--- config.mk ---
export PLATFORM = sky130hd
export DESIGN_NAME = ngtl_ctrl
export DESIGN_NICKNAME = d
export VERILOG_FILES = /design/src/rtl/core/ngtl_pkg.sv /design/src/rtl/core/ngtl_ctrl.sv
export SDC_FILE = /design/constraint.sdc
export NUM_CORES = 1
export LEC_CHECK = 0
export BUFFER_PORTS_ARGS = -buffer_cell sky130_fd_sc_hd__buf_2
export CAP_MARGIN = 10
export CORE_MARGIN = 3
export CORE_UTILIZATION = 25
export DETAILED_ROUTE_END_ITERATION = 6
export PLACE_DENSITY = 0.54
export SLEW_MARGIN = 20
export SYNTH_ARGS = -nofsm -noshare
export SYNTH_HDL_FRONTEND = slang
export SYNTH_SLANG_ARGS = --single-unit
--- constraint.sdc ---
create_clock -name clock -period 1.49 [get_ports clock]
set_input_delay 0.2235 -clock clock [delete_from_list [all_inputs] [get_ports clock]]
set_output_delay 0.2235 -clock clock [all_outputs]
set_load 0.01 [all_outputs]
--- src/rtl/core/ngtl_pkg.sv ---
// ----------------------------------------------------------------------------
// ngtl_pkg
// Types and constants shared by the nearest grid table lookup core.
// ----------------------------------------------------------------------------
package ngtl_pkg;

   localparam logic [1:0] OP_LOAD_GRID  = 2'd0;
   localparam logic [1:0] OP_LOAD_TABLE = 2'd1;
   localparam logic [1:0] OP_QUERY      = 2'd2;

   localparam logic [1:0] ST_OK       = 2'd0;
   localparam logic [1:0] ST_DOMAIN   = 2'd1;
   localparam logic [1:0] ST_COUNT    = 2'd2;
   localparam logic [1:0] ST_OVERFLOW = 2'd3;

   localparam logic [2:0] REG_DIMS  = 3'd0;
   localparam logic [2:0] REG_SIZE0 = 3'd1;
   localparam logic [2:0] REG_SIZE1 = 3'd2;
   localparam logic [2:0] REG_SIZE2 = 3'd3;
   localparam logic [2:0] REG_SIZE3 = 3'd4;

   // Commands from the controller to the datapath.
   typedef struct packed {
      logic load_item;    // latch the accepted item
      logic grid_write;   // write grid memory from latched item
      logic table_write;  // write table memory from latched item
      logic search_init;  // set up a query coordinate
      logic rd_first;     // read first grid point
      logic rd_last;      // read last grid point
      logic rd_mid;       // read the candidate grid point
      logic cap_first;    // capture first point
      logic cap_last;     // capture last point, check domain
      logic step;         // test the candidate point against x
      logic rd_low;       // read the point below the found one
      logic pick;         // choose neighbor and update index
      logic skip;         // count coordinate without evaluation
      logic rd_table;     // read table value for result
      logic finish;       // build result and clear query
   } ngtl_cmd_type;

   // Status from the datapath to the controller.
   typedef struct packed {
      logic is_grid;
      logic is_table;
      logic is_query;
      logic eval;        // coordinate must be evaluated
      logic last;        // item ends the query
      logic dom_err;     // domain check failed
      logic search_done; // first point above x found
      logic res_ok;      // result needs the table read
   } ngtl_sts_type;

endpackage

--- src/rtl/core/ngtl_ctrl.sv ---
// ----------------------------------------------------------------------------
// ngtl_ctrl
// Sequencer for loads, the per-coordinate grid scan and the result.
// ----------------------------------------------------------------------------
module ngtl_ctrl (
   input  logic                  clock,
   input  logic                  reset,
   input  logic                  req_valid,
   output logic                  req_stall,
   output logic                  rsp_valid,
   input  logic                  rsp_stall,
   output ngtl_pkg::ngtl_cmd_type cmd,
   input  ngtl_pkg::ngtl_sts_type sts
);
   import ngtl_pkg::*;

   localparam logic [3:0] S_IDLE  = 4'd0;
   localparam logic [3:0] S_DEC   = 4'd1;
   localparam logic [3:0] S_RDF   = 4'd2;
   localparam logic [3:0] S_RDL   = 4'd3;
   localparam logic [3:0] S_CAPL  = 4'd5;
   localparam logic [3:0] S_SRCH  = 4'd6;
   localparam logic [3:0] S_WAIT  = 4'd7;
   localparam logic [3:0] S_LOW   = 4'd8;
   localparam logic [3:0] S_LOWW  = 4'd9;
   localparam logic [3:0] S_PICK  = 4'd10;
   localparam logic [3:0] S_END   = 4'd11;
   localparam logic [3:0] S_TAB   = 4'd12;
   localparam logic [3:0] S_TABW  = 4'd13;
   localparam logic [3:0] S_FIN   = 4'd14;
   localparam logic [3:0] S_OUT   = 4'd15;

   logic [3:0] state_ff, state_in;

   always_ff @(posedge clock) begin
      if (reset) begin
         state_ff <= S_IDLE;
      end else begin
         state_ff <= state_in;
      end
   end

   assign req_stall = (state_ff != S_IDLE);
   assign rsp_valid = (state_ff == S_OUT);

   always_comb begin
      state_in = state_ff;
      cmd      = '0;
      unique case (state_ff)
         S_IDLE: begin
            if (req_valid) begin
               cmd.load_item = 1'b1;
               state_in = S_DEC;
            end
         end
         S_DEC: begin
            priority if (sts.is_grid) begin
               cmd.grid_write = 1'b1;
               state_in = S_IDLE;
            end else if (sts.is_table) begin
               cmd.table_write = 1'b1;
               state_in = S_IDLE;
            end else if (sts.is_query && sts.eval) begin
               cmd.search_init = 1'b1;
               state_in = S_RDF;
            end else if (sts.is_query) begin
               cmd.skip = 1'b1;
               state_in = S_END;
            end else begin
               state_in = S_IDLE;
            end
         end
         S_RDF: begin
            cmd.rd_first = 1'b1;
            state_in = S_RDL;
         end
         S_RDL: begin
            // The first point arrives while the last one is requested.
            cmd.rd_last   = 1'b1;
            cmd.cap_first = 1'b1;
            state_in = S_CAPL;
         end
         S_CAPL: begin
            cmd.cap_last = 1'b1;
            state_in = S_SRCH;
         end
         S_SRCH: begin
            if (sts.dom_err) begin
               state_in = S_END;
            end else if (sts.search_done) begin
               cmd.rd_low = 1'b1;
               state_in = S_LOWW;
            end else begin
               cmd.rd_mid = 1'b1;
               state_in = S_WAIT;
            end
         end
         S_WAIT: begin
            state_in = S_LOW;
         end
         S_LOW: begin
            cmd.step = 1'b1;
            state_in = S_SRCH;
         end
         S_LOWW: begin
            // Hold the address so the lower point is still on the read port.
            cmd.rd_low = 1'b1;
            state_in = S_PICK;
         end
         S_PICK: begin
            cmd.pick = 1'b1;
            state_in = S_END;
         end
         S_END: begin
            if (!sts.last) begin
               state_in = S_IDLE;
            end else if (sts.res_ok) begin
               cmd.rd_table = 1'b1;
               state_in = S_TABW;
            end else begin
               state_in = S_FIN;
            end
         end
         S_TABW: begin
            state_in = S_TAB;
         end
         S_TAB: begin
            state_in = S_FIN;
         end
         S_FIN: begin
            cmd.finish = 1'b1;
            state_in = S_OUT;
         end
         S_OUT: begin
            if (!rsp_stall) begin
               state_in = S_IDLE;
            end
         end
         default: state_in = S_IDLE;
      endcase
   end
endmodule

# After elaboration in Yosys (flattened, before gate mapping)
# Cells that the tools add are included.
dict set report word_totals {
  regBits 4
  in_bits 12
  out_inout_bits 17
  elab_cells 61
}
dict set report classes {
  n_eq_ne 16
  n_mux 39
  reduce_logical 5
}
# op n
set ops {}
lappend ops {{$pmux W4 S14} 1}
lappend ops {{$mux W4} 9}
lappend ops {{$eq A4 B4 Y1 const B} 8}
lappend ops {{$mux W1} 25}
lappend ops {{$eq A4 B3 Y1 const B} 3}
lappend ops {{$eq A4 B2 Y1 const B} 2}
lappend ops {{$eq A4 B1 Y1 const B} 1}
lappend ops {{$logic_not A4 Y1} 1}
lappend ops {{$mux W2} 2}
lappend ops {{$ne A2 B2 Y1 const B} 2}
lappend ops {{$reduce_bool A4 Y1} 1}
lappend ops {{$mux W3} 1}
lappend ops {{$pmux W1 S2} 1}
lappend ops {{$reduce_and A2 Y1} 1}
lappend ops {{$reduce_or A2 Y1} 1}
lappend ops {{$logic_and A1 B1 Y1} 1}

# Logic depth before layout (Yosys ltp)
# Gate-level depths: netlist of the first run.
dict set report depth {
  word_depth 5
  depth_mapped 6
  mapped_depth_nobuf 4
}

# Worst setup path after synthesis of the first run
# OpenSTA, ideal clock, no wires.
dict set report synth_path {
  path_type {flip-flop to flip-flop}
  from {register state_ff[0]}
  to {register state_ff[0]}
  setup_time_ns 0.084
  arrival_ns 1.501
  required_time_ns 1.406
  path_slack_ns -0.095
  stages_incl_launch_ff 6
  path_buffers 1
  synth_period_minus_slack_ns 1.585
  cell_sequence {dfxtp_1 > buf_4 > or4b_4 > nor4_4 > nor2_2 > o31ai_2}
}
dict set report synth_via {
  elab_chain_len 3
  elab_cells_between_ends 20
  cone_classes {eq/ne: 16; mux: 1; reduce/logical: 3}
}
# item line
set synth_lines {}
lappend synth_lines {{start, declared} ngtl_ctrl.sv:33} ;# logic [3:0] state_ff, state_in;
lappend synth_lines {{start signal, assigned} ngtl_ctrl.sv:39} ;# state_ff <= state_in;
lappend synth_lines {{$eq A4 B4 Y1, or another cell as far along} ngtl_ctrl.sv:49} ;# unique case (state_ff)
lappend synth_lines {{$reduce_or A2 Y1 (no source line) or $ne A2 B2 Y1 (tied branches)} --}
lappend synth_lines {{$pmux W4 S14 or $reduce_and A2 Y1 (tied branches)} --}
# Parallel ways exist; a longest one is shown, timed or not.
# A chain may end at the register's enable or synchronous reset.

==> flow_metrics.tcl, run 1 <==
set metrics [dict create \
    placed_cell_area_sq_um 712 \
    drt-initial-drc-count 9 \
    antenna_found_initial 0 \
    largest_reg_flops 4 \
    wirelength_um 1890 \
    clk_latency_ns 0.23 \
    num_rows 15 \
    crit_buf_inv 2 \
    die_y_um 51.4 \
    powerDensity_nw_per_um2 540 \
    rsz0062_at_grt "true" \
    dp_cells 126 \
    synth_nets 85 \
    syn_area_sq_um 515 \
    yosys.area.top_type "dfxtp_1" \
    core_sq_um 1840 \
    overflow 0 \
    largestRegisters "state_ff: 4 flops" \
    h-tree-depth 1 \
    io_buffers 28 \
    tightest_slew_ns 0.409 \
    drive_gt1_share_pct 64.0 \
    critical_path.top_delay_family "simple AND/OR/NAND/NOR gates" \
    first_pass_iters 4 \
    cts_tree "built" \
    syn_inst 73 \
    synth_seq_cells 4 \
    cp.arrival_ns 1.56 \
    die_x_um 51.4 \
    via_per_inst 5.14 \
    num_io_pins 29 \
    ant_nets 0 \
    gp_congestion 0.812 \
    hold_viol 0 \
    synth.top_cell.area_share_pct 15.5 \
    slew_headroom_pct 72.3 \
    synth.distinct_cells 35 \
    grt_pass1_wl_um 2950 \
    hp-class "in -> reg" \
    status "complete, but fails checks" \
    largest-register "state_ff" \
    max_stage_delay_ns 0.57 \
    path_clk_slew_ns 0.04 \
    path_cells "or4b_4, buf_4, nor3b_2, buf_2" \
    yosysSeqAreaShare_pct 15.5 \
    worstPathMaxFanout 3 \
    p_leak_nw 0.422 \
    root_buffer "clkbuf_4" \
    cts_buffers 3 \
    synthTopCellsByArea "dfxtp_1 (16%), a31oi_1 (6.1%), nor3_1 (5.8%), nand2_1 (4.4%), nor4_4 (4.1%)" \
    die_area_sq_um 2640 \
    cp-start-kind "flip-flop" \
    post-route-drc-count 0 \
    grt_max_degree 16 \
    slew_violations 0 \
    cts_buffer_depth 2 \
    instances_no_fill 139 \
    finalInstanceArea_sq_um 918 \
    timing.hold.ws_ns 0.230 \
    synth_warnings 0 \
    cp-end-kind "primary output" \
    cts.sinks 4 \
    required_ns 1.27 \
    area_growth_pct 78.2 \
    cap_violations 0 \
    grt_usage_pct 14.9 \
    finalSetupViolations 11 \
    nets 128 \
    period_needed_ns 1.78 \
    dp_hpwl_um 1290 \
    finalCritPeriodShare_pct 120 \
    grt_pass1_vias 642 \
    finClkSkew_ns 0.00689 \
    setup_slack_ns -0.291 \
    vdd_drop_max_v 0.000620 \
    cp_slowest_cell "or4b_4" \
    fmax_ghz 0.562 \
    setup_tns_ns -1.54 \
    start_util_pct 28.0 \
    num_vias 715 \
    wire_per_inst_um 13.6 \
    critPathKind "reg -> out" \
    antenna_cells 0 \
    violations "setup timing" \
    avgSynthCellArea_sq_um 7.06 \
]
layout make-up:
class                           count  area, sq um
Fill cell                         191          921
Inverter                            4         15.0
Multi-Input combinational cell     59          485
Sequential cell                     4         82.6
Timing Repair Buffer               44          282
Tap cell                           25         31.3
Clock buffer                        3         22.5
layout by cell type (no fill, tap or decap), types with 2 or more instances in the layout:
| cell | count |
|---|---|
| inv_1 | 3 |
| and3_1 | 2 |
| nor2_4 | 2 |
| nor2_2 | 3 |
| a31oi_1 | 4 |
| nor3_2 | 4 |
| and2_1 | 2 |
| buf_4 | 12 |
| clkbuf_4 | 3 |
| nand2b_4 | 2 |
| buf_6 | 5 |
| dfxtp_1 | 2 |
| nor3_1 | 2 |
| nand3b_1 | 2 |
| nand2_1 | 5 |
| nor2b_1 | 2 |
| dfxtp_2 | 2 |
| buf_2 | 27 |
| nand3_1 | 2 |
| a21oi_1 | 3 |
timing repair:
action,CTS,global route
hold buffers,0,0
setup endpoints to repair,17,21
buffers inserted,7,4
pin swaps,8,5
resized for setup,15,11
cells in the mapped netlist, drive strengths merged:
library cell,number
a21oi,3
nor4b,1
o2bb2ai,1
and2,2
o31ai,1
and4,1
nand2b,3
a31oi,5
nor3,6
nand2,6
inv,4
or2b,1
nor4,2
and2b,1
buf,2
and3,2
nor3b,2
or4b,1
o21ba,1
a21boi,1
o311ai,1
nor2b,2
o32ai,1
nor2,5
nand3,3
dfxtp,4
a21o,1
nand4b,1
nand3b,2
o21ai,1
a211o,1
o41ai,1
clkbuf,4
where the power goes:
part	internal, mW	switching (mW)	leakage (nW)
sequential	0.115	0.00481	0.0333
clock	0.0901	0.0441	0.0138
combinational	0.119	0.122	0.374
metrics by stage:
stage                     setup WS [ns]  utilization, %  total power, mW
after floorplan                 -0.0888               -            0.228
after global placement          -0.0689            38.7            0.290
after detailed placement        -0.0869            38.7            0.291
after CTS                        -0.305            46.7            0.486
after global routing             -0.341            49.9            0.530
final                            -0.291            49.9            0.495
worst paths after layout:
kind	startpoint	end	slack, ns	cells past startpoint
hold reg to reg	state_ff[1]	state_ff[3]	0.72	3
setup / recovery	state_ff[3]	cmd[12]	-0.29	4
setup reg to reg	state_ff[3]	state_ff[3]	-0.11	5
hold / removal	reset	state_ff[2]	0.23	2
per-layer routing:
metal  vias to the layer above  track usage [%]  share of wire, %
met4                         0             6.11               2.8
met5                         -                0                 0
li1                        362                -                 -
met3                         6             4.66               5.6
met2                        20             22.0                48
met1                       327             19.8                44
cell families (layout without fill, tap and decap cells):
family | Yosys count | after routing | synth area share (%)
and+or+nand+nor | 41 | 41 | 50.0
DFF | 4 | 4 | 15.5
buffers and inverters | 10 | 51 | 8.74
AOI/OAI and AO/OA | 18 | 18 | 25.7
(Power assumes the default switching activity.)
==> run 2, diff against run 1 <==
==> constraint.sdc (replaced) <==
create_clock -name clock -period 1.49 [get_ports clock]
set_input_delay 0.298 -clock clock [delete_from_list [all_inputs] [get_ports clock]]
set_output_delay 0.298 -clock clock [all_outputs]
set_load 0.01 [all_outputs]
==> flow_metrics.tcl, run 2 (synthesis gave the netlist of run 1 again) <==
set metrics [dict create \
    status "complete, but fails checks" \
    violations "setup timing" \
    cts_buffer_depth 2 \
    antenna_cells 0 \
    swShare_pct 34.3 \
    dp_slack_ns -0.146 \
    timing.hold.ws_ns 0.311 \
    period_needed_ns 1.83 \
    ant_nets 0 \
    grt_pass1_vias 697 \
    finClkSkew_ns 0.00632 \
    core_sq_um 1840 \
    power_mw 0.516 \
    hold_viol 0 \
    cts_buffers 3 \
    largest-register "state_ff" \
    p_clk_share_pct 26.8 \
    dp_hpwl_um 1370 \
    fillCellCount 178 \
    num_io_pins 29 \
    antenna_found_initial 0 \
    netSwitchingPower_mw 0.177 \
    area.sequential_sq_um 83.8 \
    sequentialPowerShare_pct 23.3 \
    finalInstanceArea_sq_um 993 \
    hp-class "in -> reg" \
    gp_congestion 0.840 \
    fmax_ghz 0.547 \
    drt-initial-drc-count 14 \
    die_y_um 51.4 \
    grt_max_degree 16 \
    drive_gt1_share_pct 65.3 \
    p_int_mw 0.339 \
    met2_wirelength_um 919 \
    post-route-drc-count 0 \
    highest-signal-layer "met4" \
    num_rows 15 \
    rsz0062_at_grt "true" \
    finalCritPeriodShare_pct 123 \
    wl_met1_um 822 \
    start_util_pct 28.0 \
    path_clk_slew_ns 0.04 \
    setup_slack_ns -0.340 \
    dp_cells 128 \
    worstPathMaxFanout 3 \
    finalSetupViolations 15 \
    powerDensity_nw_per_um2 519 \
    area_growth_pct 92.7 \
    cap_violations 0 \
    cp.arrival_ns 1.53 \
    via_per_inst 5.16 \
    die_x_um 51.4 \
    instances_no_fill 143 \
    final_common_cell "buf_2" \
    die_area_sq_um 2640 \
    slew_headroom_pct 71.9 \
    tightest_slew_ns 0.414 \
    largestRegisters "state_ff: 4 flops" \
    critPathKind "reg -> out" \
    required_ns 1.19 \
    largest_reg_flops 4 \
    h-tree-depth 1 \
    wirelength_um 1930 \
    root_buffer "clkbuf_4" \
    overflow 0 \
    p_leak_nw 0.449 \
    cts.sinks 4 \
    first_pass_iters 4 \
    cp-end-kind "primary output" \
    clk_latency_ns 0.24 \
    met3_length_um 122 \
    grt_pass1_wl_um 3180 \
    slew_violations 0 \
    grt_usage_pct 16.6 \
    vdd_drop_max_v 0.000543 \
    nets 132 \
    multiInputGateArea_sq_um 503 \
    cts_tree "built" \
    placed_cell_area_sq_um 732 \
    ctsHoldBuffers 0 \
    setup_tns_ns -1.95 \
    io_buffers 28 \
    cp-start-kind "flip-flop" \
    num_vias 738 \
    fin_util_pct 54.0 \
    wire_per_inst_um 13.5 \
    final_cell_mix "buf_2 (24), buf_4 (16), buf_6 (6), nand2_1 (5)" \
    comb_power_share_pct 49.9 \
]
[run 2: layout make-up]
class | count | share of cell area [%]
tap | 25 | 3.15
sequential | 4 | 8.44
multi-input combinational | 59 | 50.6
timing repair buffer | 48 | 34.0
clock buffer | 3 | 2.27
inverter | 4 | 1.51
[run 2: worst max-delay path, stage by stage, from the launching register on]
cell	delay, ns
dfxtp_2	0.32
or4b_4	0.56
nor3_4	0.14
and2_1	0.14
buf_2	0.13
[run 2: power by group through the flow]
stage               clock, mW  sequential (mW)  combinational [mW]
global placement            0            0.120               0.174
global route            0.163            0.120               0.279
finish                  0.138            0.120               0.257
detailed placement          0            0.121               0.175
CTS                     0.142            0.120               0.226
floorplan                   0            0.120               0.109
[run 2: layer usage]
metal	vias to the layer above	track usage, %
li1	364	-
met1	342	19.4
met2	25	25.6
met4	0	12.2
met3	7	4.37
met5	-	0
[run 2: final timing paths]
check,start,to,slack (ns),cells after the start
max,state_ff[3],cmd[11],-0.34,4
max reg2reg,state_ff[3],state_ff[3],-0.21,6
min reg2reg,state_ff[1],state_ff[3],0.72,3
min,reset,state_ff[2],0.31,2
[run 2: what timing repair did]
item                       in CTS  in global routing
setup endpoints to repair      19                 21
resized for setup              17                 14
buffers inserted                9                  3
pin swaps                       7                  7
